==> config.mk <==
export PLATFORM = sky130hd
export DESIGN_NAME = wrwg_cell
export DESIGN_NICKNAME = d
export VERILOG_FILES = /design/src/hw/rtl/wrwg_pkg.sv /design/src/hw/rtl/wrwg_cell.sv
export SDC_FILE = /design/constraint.sdc
export NUM_CORES = 1
export LEC_CHECK = 0
export ABC_CLOCK_PERIOD_IN_PS = 4290
export BUFFER_PORTS_ARGS = -buffer_cell sky130_fd_sc_hd__buf_2
export CORE_MARGIN = 8
export CORE_UTILIZATION = 30
export CTS_CLUSTER_SIZE = 8
export DETAILED_ROUTE_END_ITERATION = 12
export PLACE_DENSITY_LB_ADDON = 0.05
export REMOVE_ABC_BUFFERS = 1
export SKIP_CTS_REPAIR_TIMING = 1
export SKIP_LAST_GASP = 1
export SLEW_MARGIN = 20
export SYNTH_ARGS = -nofsm -noshare
export SYNTH_HDL_FRONTEND = slang
export SYNTH_SLANG_ARGS = --single-unit
==> constraint.sdc <==
create_clock -name clock -period 4.29 [get_ports clock]
set_clock_uncertainty 0.2 [all_clocks]
set_input_delay 0 -clock clock [delete_from_list [all_inputs] [get_ports clock]]
set_output_delay 0 -clock clock [all_outputs]
set_load 0.02 [all_outputs]
==> src/hw/rtl/wrwg_pkg.sv <==
package wrwg_pkg;

   // Width of sample indices and of every configuration register.
   localparam int INDEX_BITS = 24;
   // Bits of the ramp fraction below the binary point.
   localparam int FRAC_BITS = 16;
   // One division step per dividend bit: 2*d followed by the fraction bits.
   localparam int STEPS = INDEX_BITS + FRAC_BITS + 1;
   localparam int VALUE_BITS = FRAC_BITS + 1;
   localparam logic [VALUE_BITS-1:0] ONE_FIX = VALUE_BITS'(1) << FRAC_BITS;

   // Configuration register indexes.
   localparam int CSR_INDEX_BITS = 2;
   localparam logic [CSR_INDEX_BITS-1:0] REG_PERIOD = 2'd0;
   localparam logic [CSR_INDEX_BITS-1:0] REG_PHASE  = 2'd1;
   localparam logic [CSR_INDEX_BITS-1:0] REG_DELAY  = 2'd2;
   localparam logic [CSR_INDEX_BITS-1:0] REG_END    = 2'd3;

   // Data that travels down the divider chain with one word.
   typedef struct packed {
      logic                  active;
      logic [INDEX_BITS-1:0] rem_a;
      logic [INDEX_BITS-1:0] rem_b;
      logic [STEPS-1:0]      div_a;
      logic [STEPS-1:0]      div_b;
      logic [FRAC_BITS-1:0]  quo;
   } stage_type;

endpackage

==> src/hw/rtl/wrwg_cell.sv <==
module wrwg_cell (
   input  logic                            clock,
   input  logic                            reset,
   input  logic [wrwg_pkg::INDEX_BITS-1:0] period,
   input  logic                            up_valid,
   output logic                            up_ready,
   input  wrwg_pkg::stage_type             up_word,
   output logic                            down_valid,
   input  logic                            down_ready,
   output wrwg_pkg::stage_type             down_word
);

   logic                            valid_ff;
   logic                            valid_in;
   wrwg_pkg::stage_type             word_ff;
   wrwg_pkg::stage_type             word_in;
   logic [wrwg_pkg::INDEX_BITS:0]   trial_a;
   logic [wrwg_pkg::INDEX_BITS:0]   trial_b;
   logic [wrwg_pkg::INDEX_BITS:0]   diff_a;
   logic [wrwg_pkg::INDEX_BITS:0]   diff_b;
   logic                            fit_a;
   logic                            fit_b;

   // The cell takes a word whenever it is empty or its own word moves on.
   assign up_ready = !valid_ff || down_ready;
   assign valid_in = up_ready ? up_valid : valid_ff;

   // One restoring division step on each lane: shift in the next dividend bit
   // and subtract the period when it fits. The remainder stays below the period.
   always_comb begin
      trial_a = {up_word.rem_a, up_word.div_a[wrwg_pkg::STEPS-1]};
      trial_b = {up_word.rem_b, up_word.div_b[wrwg_pkg::STEPS-1]};
      diff_a  = trial_a - {1'b0, period};
      diff_b  = trial_b - {1'b0, period};
      fit_a   = trial_a >= {1'b0, period};
      fit_b   = trial_b >= {1'b0, period};

      word_in        = up_word;
      word_in.rem_a  = fit_a ? diff_a[wrwg_pkg::INDEX_BITS-1:0]
                             : trial_a[wrwg_pkg::INDEX_BITS-1:0];
      word_in.rem_b  = fit_b ? diff_b[wrwg_pkg::INDEX_BITS-1:0]
                             : trial_b[wrwg_pkg::INDEX_BITS-1:0];
      word_in.div_a  = {up_word.div_a[wrwg_pkg::STEPS-2:0], 1'b0};
      word_in.div_b  = {up_word.div_b[wrwg_pkg::STEPS-2:0], 1'b0};
      word_in.quo    = {up_word.quo[wrwg_pkg::FRAC_BITS-2:0], fit_a};
   end

   always_ff @(posedge clock) begin
      if (reset) begin
         valid_ff <= 1'b0;
      end else begin
         valid_ff <= valid_in;
      end
   end

   // Payload needs no reset.
   always_ff @(posedge clock) begin
      if (up_ready && up_valid) begin
         word_ff <= word_in;
      end
   end

   assign down_valid = valid_ff;
   assign down_word  = word_ff;

endmodule

[After elaboration in Yosys (flattened, before gate mapping)]
Cells that the tools add are included.
Operators by class
  add/subtract/negate cells: 2
  magnitude comparators: 2
  mux-type cells: 2
  reductions and logical operators: 3
Operators with widths (count)
  25-bit by 24-bit >= comparator with 1-bit output: 2
  24-bit two-way mux: 2
  24-bit subtractor: 2
  1-bit logical AND: 1
  1-bit zero test: 1
  1-bit logical OR: 1
Word-level totals
  register bits after elaboration: 146
  output and inout port bits: 149

[Depth between registers and ports, before layout]
Gate-level depths: netlist of the first run.
  word-level depth: 3
  depth in mapped cells: 13

[Worst setup path before layout of the first run]
No wires, ideal clock.
  kind: register to register
  start point: register valid_ff, in the netlist down_valid
  end point: register word_ff (netlist bit down_word[0]), enable pin
  setup time: 0.521 ns
  data arrival time: 3.981 ns
  data required time: 3.569 ns
  slack: -0.412 ns
  cell stages (with the launch flop): 3
  buffers on the path: 0
  period minus slack after synthesis: 4.702 ns
  cell sequence: dfxtp_1 nand2b_1 and2_1
Between the ends
  cells in the longest elaborated chain, start to end: 3
Ends and longest elaborated chain
  from (decl): line wrwg_cell.sv:13  | logic valid_ff;
  from (signal assigned): line wrwg_cell.sv:52  | valid_ff <= valid_in;
  1-bit zero test: line wrwg_cell.sv:25  | assign up_ready = !valid_ff || down_ready;
  1-bit logical OR: line wrwg_cell.sv:25
  net up_ready: line wrwg_cell.sv:6  | output logic up_ready,
  1-bit logical AND: line wrwg_cell.sv:58  | if (up_ready && up_valid) begin
  to (signal assigned): line wrwg_cell.sv:59  | word_ff <= word_in;
  to (decl): line wrwg_cell.sv:15  | wrwg_pkg::stage_type word_ff;
The timed path passes the listed nets, and every way through them passes these cells.
A chain may end at the register's enable or synchronous reset.

==> results.toml, run 1 <==
[place]
place_congestion = 0.801
io_buffers = 320
dpl_worst_slack_ps = 988
placedCellCount = 1263
post-dp-hpwl_um = 21400
dpl_cell_area_um2 = 9820

[clock_network]
tritoncts = "yes"
cts_made_buffers = 17
clkSinkCount = 146
clkSlewWorstSetupHoldPaths_ps = 80
insertion_delay_ps = 430
root_buffer = "clkbuf_16"
h-tree-depth = 4
clk_path_buf_depth = 2

[route]
drt_iter0_drc = 316
vias = 6763
first_pass_iters = 4
drtAntennaViolNets = 0
viasPerCell = 4.68
finalWirelength_um = 27600
drc_errors = 0
wl_per_cell_um = 19.1

[yosys]
ys_ff_latch = 146
yosys.area.top_type = "edfxtp_1"
synth_area_per_cell_um2 = 12.7
synth_cell_type_count = 70
yosysWarnings = 0
synthesis.instances = 619
synth_area_um2 = 7860
synth_ff_type = "edfxtp_1"
ys_top_cells_by_area = "edfxtp_1 55%, ha_1 7.6%, mux2_4 3.2%"
async_reset_ff_share_pct = 0
synth_edf_count = 145
yosysTopAreaCellShare_pct = 55.4
post-synth-top-count-cell = "edfxtp_1"
yosysSeqAreaShare_pct = 55.7
synthTopCellsByCount = "145 x edfxtp_1, 48 x ha_1, 38 x inv_1"

[floorplan]
initial_core_util_pct = 30.3
rows = 59
die_h_um = 178
fp.dieArea_um2 = 31600
ios = 324
coreArea_um2 = 25900
die_width_um = 178

[critical_path]
worst-path-max-fanout = 12
required_ps = 4250
cp-start-kind = "input port"
crit_type = "in -> reg"
end_kind = "flop"
critPathArrivalTime_ps = 3420

[timing]
fin_ws_ps = 835
setup_viol = 0
slew_violations = 0
tns_ps = 0
relSlewSlack_pct = 58.7
tightest_slew_ps = 614
grt_setup_unrepaired = "no"
fmax_ghz = 0.289
report.final.hold_viol_count = 0
period_share_pct = 80.5
layout_min_cycle_time_ps = 3450

[cells_and_area]
syn2layout_area_growth_pct = 51.8
stdcell_area_um2 = 11900
register_area_um2 = 4370
finalNonFillerCells = 1446
drive_gt1_share_pct = 37.2
utilization_pct = 46.0
final.fill_count = 2444
final_net_count = 1322
multi_input_area_um2 = 3200

[flow_run]
drv_cap = 0

[min_path]
min_path_type = "in -> reg"

[grt]
grt_use_total_pct = 16.3
grt_max_degree = 71
grt_overflow = 0
antenna_found_initial = 1
grt_pass1_vias = 6267
grt_pass1_wl_um = 38600

[power_and_ir_drop]
leakage_uw = 0.00524
ir_worst_vdd_mv = 0.223
power_density_nw_per_um2 = 367

[status]
outcome = "finished, final reports clean"
## cell usage in the layout, fill, tap and decap left out, types with 8 or more instances in the layout
cell           Yosys  routed
nand2_1           24      24
nor3_1            15      15
buf_2              5     320
ha_1              48      48
edfxtp_1         145     145
nor2_1            31      31
xor2_1             8       8
a31oi_1           11      11
nor2b_1            9       9
nand3_1           17      17
clkbuf_16          0      17
inv_1             38      38
xnor2_1           20      20
o21ai_0           18      18
dlygate4sd3_1      0     150
mux2_2            10      10
a211oi_1          10      10
a21o_1            25      25
a21oi_1           36      36
mux2_4            17      17
o21a_1            11      11
and3_1             8       8
## flip-flops by register name (all words and copies together), names as in the netlist
signal	cells
down_valid	1
down_word	145
## logic make-up after synthesis
group,Yosys count,share of synthesized area (%)
AO/OA/AOI/OAI,161,14.7
XOR/XNOR,28,3.12
adder cells (fa/ha/maj),50,8.15
buffers and inverters,59,3.74
flip-flops,146,55.7
multiplexers,27,4.68
other,1,0.0477
AND/OR/NAND/NOR,147,9.87
## power breakdown
group | internal (µW) | total [µW] | switching [µW]
logic | 492 | 1100 | 608
registers | 1720 | 1740 | 24.7
clock network | 796 | 1540 | 739
## layer usage
metal,global-route usage [%],share of wire [%],up-vias,wire (µm)
met5,0,0,-,0
met1,18.7,42,3189,11600
met4,3.96,0.87,0,240
met3,5.30,7.1,16,1960
met2,28.7,50,231,13800
li1,-,-,3327,-
## worst paths after layout
kind                                    from              to  slack (ps)  depth (start not counted)
worst min register to register    down_valid   down_word[40]         790                          2
worst max register to register    down_valid   down_word[93]        2220                          3
worst max-delay path            up_word[129]  down_word[122]         840                         12
worst min-delay path            up_word[145]  down_word[145]           7                          5
## stage by stage
step	power, µW	hold slack (ps)
final	4380	6.77
after floorplan	2430	-131
after global routing	4590	26.0
after global placement	2770	-43.9
after CTS	4330	-506
after detailed placement	2770	-42.9
## worst max-delay path, cell delays in order
cell and delay [ps]:
dlygate4sd3_1 590, buf_2 160, ha_1 330, a21oi_1 150, o21ai_0 210, a21oi_1 320
o311ai_2 180, nand3_1 120, buf_4 200, and2_1 440, o21ai_0 130, dlygate4sd3_1 570
## final cells by class
cell class	count	share of cell area (%)
Multi-Input combinational cell	415	26.8
Inverter	39	1.27
Tap cell	335	3.51
Clock buffer	17	3.57
Clock inverter	15	1.53
Timing Repair Buffer	478	26.6
Antenna cell	1	0.0210
Sequential cell	146	36.7
No activity file was read; power rests on OpenSTA's default activity.
==> inputs of run 2 (changes only) <==
ABC_AREA = 1   (was default)
ABC_CLOCK_PERIOD_IN_PS = 3200   (was 4290)
clock period = 3.2 ns   (was 4.29 ns; I/O delays follow)
==> results.toml, run 2 <==
[route]
finalWirelength_um = 34400
drt_iter0_drc = 434
vias = 8663
drc_errors = 0
viasPerCell = 4.36
first_pass_iters = 5
wl_per_cell_um = 17.3
drtAntennaViolNets = 0

[status]
violations = "negative hold slack"
outcome = "finished, violations left"

[yosys]
yosys.area.top_type = "edfxtp_1"
synth_edf_count = 145
yosysSeqAreaShare_pct = 48.9
yosysWarnings = 0
ys_ff_latch = 146
yosysTopAreaCellShare_pct = 48.7
synthTopCellsByCount = "443 x nand2_1, 203 x inv_1, 145 x edfxtp_1"
async_reset_ff_share_pct = 0
synth_area_per_cell_um2 = 8.14
post-synth-top-count-cell = "nand2_1"
synth_cell_type_count = 33
synthesis.instances = 1099
synth_area_um2 = 8950
ys_top_cells_by_area = "edfxtp_1 49%, nand2_1 19%, inv_1 8.5%"
synth_ff_type = "edfxtp_1"

[grt]
antenna_found_initial = 1
gr-max-usage-layer = "met2"
grt_pass1_wl_um = 50100
grt_use_total_pct = 18.3
grt_util_met3_pct = 4.84
use_met1_pct = 23.8
globalRouteMet2Util_pct = 29.8
grt_max_degree = 86
grt_pass1_vias = 8033
grt_overflow = 0

[cells_and_area]
syn2layout_area_growth_pct = 46.6
drive_gt1_share_pct = 24.2
layout_commonest_cell = "nand2_1"
largest_reg_flops = 145
utilization_pct = 44.5
final_net_count = 1809
final.fill_count = 2984
layout.cells.most_common_list = "443 x nand2_1, 320 x buf_2, 203 x inv_1"

[clock_network]
root_buffer = "clkbuf_16"
clkSinkCount = 146
clk_path_buf_depth = 2
h-tree-depth = 4
insertion_delay_ps = 430
clkSlewWorstSetupHoldPaths_ps = 70
cts_made_buffers = 17
tritoncts = "yes"

[power_and_ir_drop]
sw_frac_of_total_pct = 33.5
combinationalPowerShare_pct = 26.2
pwr-share-seq_pct = 39.6
p_int_uw = 3920
power_density_nw_per_um2 = 450
leakage_uw = 0.00677
p_sw_uw = 1970
clkPwrFrac_pct = 34.2
p_total_uw = 5900
ir_worst_vdd_mv = 0.286

[floorplan]
coreArea_um2 = 29500
ios = 324
die_width_um = 189
die_h_um = 189
fp.dieArea_um2 = 35600
rows = 63
initial_core_util_pct = 30.4

[place]
dpl_worst_slack_ps = 635
io_buffers = 320
place_congestion = 0.901
post-dp-hpwl_um = 27800

[timing]
report.final.hold_viol_count = 1
tightest_slew_ps = 548
setup_viol = 0
layout_min_cycle_time_ps = 2660
fin_ws_ps = 536
relSlewSlack_pct = 63.4
slew_violations = 0
fin_hold_ws_ps = -3.65
tns_ps = 0
fmax_ghz = 0.375
grt_setup_unrepaired = "no"
period_share_pct = 83.3

[critical_path]
required_ps = 3290
end_kind = "flop"
cp-start-kind = "input port"
crit_type = "in -> reg"
critPathArrivalTime_ps = 2760
worst-path-max-fanout = 18

[flow_run]
drv_cap = 0

[min_path]
min_path_type = "in -> reg"
-- run 2: through the flow --
| step | instance area (µm²) | std cells |
|---|---|---|
| 4_1_cts | 11600 | 1838 |
| 6_report | 13100 | 1988 |
| 5_1_grt | 13100 | 1987 |
| 2_1_floorplan | 8840 | 1082 |
| 3_3_place_gp | 11100 | 1806 |
| 3_5_place_dp | 11100 | 1806 |
-- run 2: routing by layer --
| layer | vias up | wire length [µm] |
|---|---|---|
| met5 | - | 7 |
| met4 | 2 | 532 |
| met3 | 26 | 2150 |
| met2 | 279 | 15800 |
| met1 | 3883 | 15900 |
| li1 | 4473 | - |
-- run 2: final cells by class --
cell class              instances  area, µm²  share of cell area [%]
multi-input cells             728       3690                    28.1
repair buffers                483       3210                    24.5
diodes                          1       2.50                  0.0191
clock inverters                14        144                    1.10
inverters                     208        781                    5.95
flip-flops and latches        146       4370                    33.3
well taps                     390        488                    3.72
clock buffers                  18        429                    3.27
-- run 2: path summary, 6_finish.rpt --
kind | start | to | slack (ps) | cells after the start
setup / recovery | up_word[140] | down_word[125] | 540 | 13
hold / removal | period[0] | down_word[122] | -4 | 5
setup reg to reg | down_valid | down_word[1] | 1300 | 2
hold reg to reg | down_valid | down_word[55] | 690 | 2
-- run 2: power groups by stage --
| stage | Sequential (µW) | Clock [µW] | Combinational [µW] |
|---|---|---|---|
| detailed placement | 2380 | 0 | 1400 |
| CTS | 2340 | 2080 | 1410 |
| global route | 2350 | 2140 | 1730 |
| finish | 2340 | 2020 | 1550 |
| floorplan | 2610 | 0 | 673 |
| global placement | 2380 | 0 | 1400 |
-- run 2: logic make-up (layout without fill, tap and decap cells) --
logic type	after synthesis	count (layout)	share of synthesized area, %
and+or+nand+nor	627	627	29.9
buffers and inverters	226	723	10.0
DFF	146	146	48.9
adders and majority gates	50	50	7.16
AOI/OAI and AO/OA	27	27	1.82
xor gates and xnor gates	22	22	2.15
other	1	3	0.0419
-- run 2: critical path, cell delays in order --
cell and delay, ps:
dlygate4sd3_1 530, buf_2 140, ha_1 390, nand2_1 120
inv_2 70, nand2_1 110, nor3_1 350, nand3_2 270
buf_4 280, nand3_4 100, buf_4 230, nand2_1 90
nand2_1 70
==> inputs of run 3 (changes only) <==
ABC_CLOCK_PERIOD_IN_PS = 2500   (was 3200)
clock period = 2.5 ns   (was 3.2 ns; I/O delays follow)
==> results.toml, run 3 (synthesized netlist as in run 2, its figures left out) <==
[place]
io_buffers = 320
place_congestion = 0.911
post-dp-hpwl_um = 28100

[grt]
grt_pass1_wl_um = 49900
grt_max_degree = 89
grt_use_total_pct = 18.5
antenna_found_initial = 2
grt_pass1_vias = 8072
grt_overflow = 0

[route]
drc_errors = 0
drt_iter0_drc = 461
viasPerCell = 4.33
vias = 8667
drtAntennaViolNets = 0
finalWirelength_um = 34300
first_pass_iters = 4
wl_per_cell_um = 17.2

[critical_path]
cp_common_cell = "nand2_1"
crit_type = "in -> reg"
end_kind = "flop"
required_ps = 2490
critPathArrivalTime_ps = 2310
cp-start-kind = "input port"
critPathMaxStageDelay_ps = 530
cpMaxStageDelayCell = "dlygate4sd3_1"
worst-path-max-fanout = 9
path_cells = "dlygate4sd3_1, buf_2, ha_1, nand2_2, nor2_4, nand2_1, nor2_1, nand4_4, buf_4, nand4_1, nand2_1"

[clock_network]
h-tree-depth = 4
clkSinkCount = 146
tritoncts = "yes"
cts_made_buffers = 17
root_buffer = "clkbuf_16"
clk_path_buf_depth = 2
insertion_delay_ps = 420
clkSlewWorstSetupHoldPaths_ps = 70

[cells_and_area]
final_net_count = 1822
layout.cells.most_common_list = "443 x nand2_1, 320 x buf_2, 203 x inv_1"
layout_commonest_cell = "nand2_1"
drive_gt1_share_pct = 24.8
syn2layout_area_growth_pct = 48.0
largest_reg_flops = 145

[timing]
relSlewSlack_pct = 67.2
tns_ps = 0
fin_hold_ws_ps = -2.54
grt_setup_unrepaired = "no"
report.final.hold_viol_count = 1
period_share_pct = 92.8
fmax_ghz = 0.431
slew_violations = 0
setup_viol = 0
layout_min_cycle_time_ps = 2320
tightest_slew_ps = 487

[status]
violations = "negative hold slack"
outcome = "finished, violations left"

[power_and_ir_drop]
power_density_nw_per_um2 = 562
leakage_uw = 0.00684
ir_worst_vdd_mv = 0.421

[flow_run]
drv_cap = 0

[floorplan]
fp.dieArea_um2 = 35600
ios = 324
die_width_um = 189
rows = 63
die_h_um = 189
initial_core_util_pct = 30.4
coreArea_um2 = 29500

[min_path]
min_path_type = "in -> reg"
[run 3: changes by cell type in the layout (fill, tap and decap cells not counted), moves of 3 or more]
cell / delta
buf_12: +4
buf_4: +9
clkinv_4: -3
clkinvlp_4: +3
inv_6: +4
inv_8: -4
[run 3: per-layer routing]
layer | share of wire, % | global-route usage [%] | wire length [µm] | up-vias
met1 | 46 | 23.9 | 15800 | 3876
met5 | 0.035 | 0 | 12 | -
met2 | 46 | 30.3 | 15900 | 266
met4 | 1.4 | 5.20 | 474 | 2
met3 | 6.2 | 4.73 | 2150 | 26
li1 | - | - | - | 4497
[run 3: area by class of cell]
type / count / area [µm²]
Multi-Input combinational cell: 728 / 3690
Tap cell: 390 / 488
Antenna cell: 2 / 5.00
Fill cell: 3009 / 16200
Clock buffer: 18 / 429
Clock inverter: 14 / 119
Sequential cell: 146 / 4370
Timing Repair Buffer: 496 / 3360
Inverter: 208 / 781
[run 3: critical path, delay by kind of cell]
family / cells / cell delay (ps)
AND/OR/NAND/NOR: 7 / 980
adder cells (fa/ha/maj): 1 / 400
buffers and inverters: 3 / 930
[run 3: path summary, 6_finish.rpt]
check	from	endpoint	slack [ps]	cells past startpoint
worst min-delay path	up_word[97]	down_word[122]	-3	6
worst max register to register	down_valid	down_word[67]	780	2
worst min register to register	down_valid	down_word[46]	650	2
worst max-delay path	up_word[106]	down_word[109]	180	11
[run 3: where the power goes]
| group | internal (µW) | leakage, µW | total, µW | switching [µW] |
|---|---|---|---|---|
| sequential | 2950 | 0.00142 | 2990 | 45.7 |
| clock | 1300 | 0.000259 | 2440 | 1140 |
| combinational | 770 | 0.00516 | 2010 | 1240 |
[run 3: stage by stage]
stage / std cells / total power [µW] / instance area (µm²) / worst slack, ps / utilization, %
2_1_floorplan: 1082 / 4200 / 8840 / -5800 / -
3_3_place_gp: 1819 / 4870 / 11200 / 182 / 38.0
3_5_place_dp: 1819 / 4880 / 11200 / 163 / 38.0
4_1_cts: 1851 / 7390 / 11800 / 628 / 39.9
5_1_grt: 2001 / 7880 / 13200 / 11.3 / 44.9
6_report: 2002 / 7440 / 13200 / 180 / 44.9
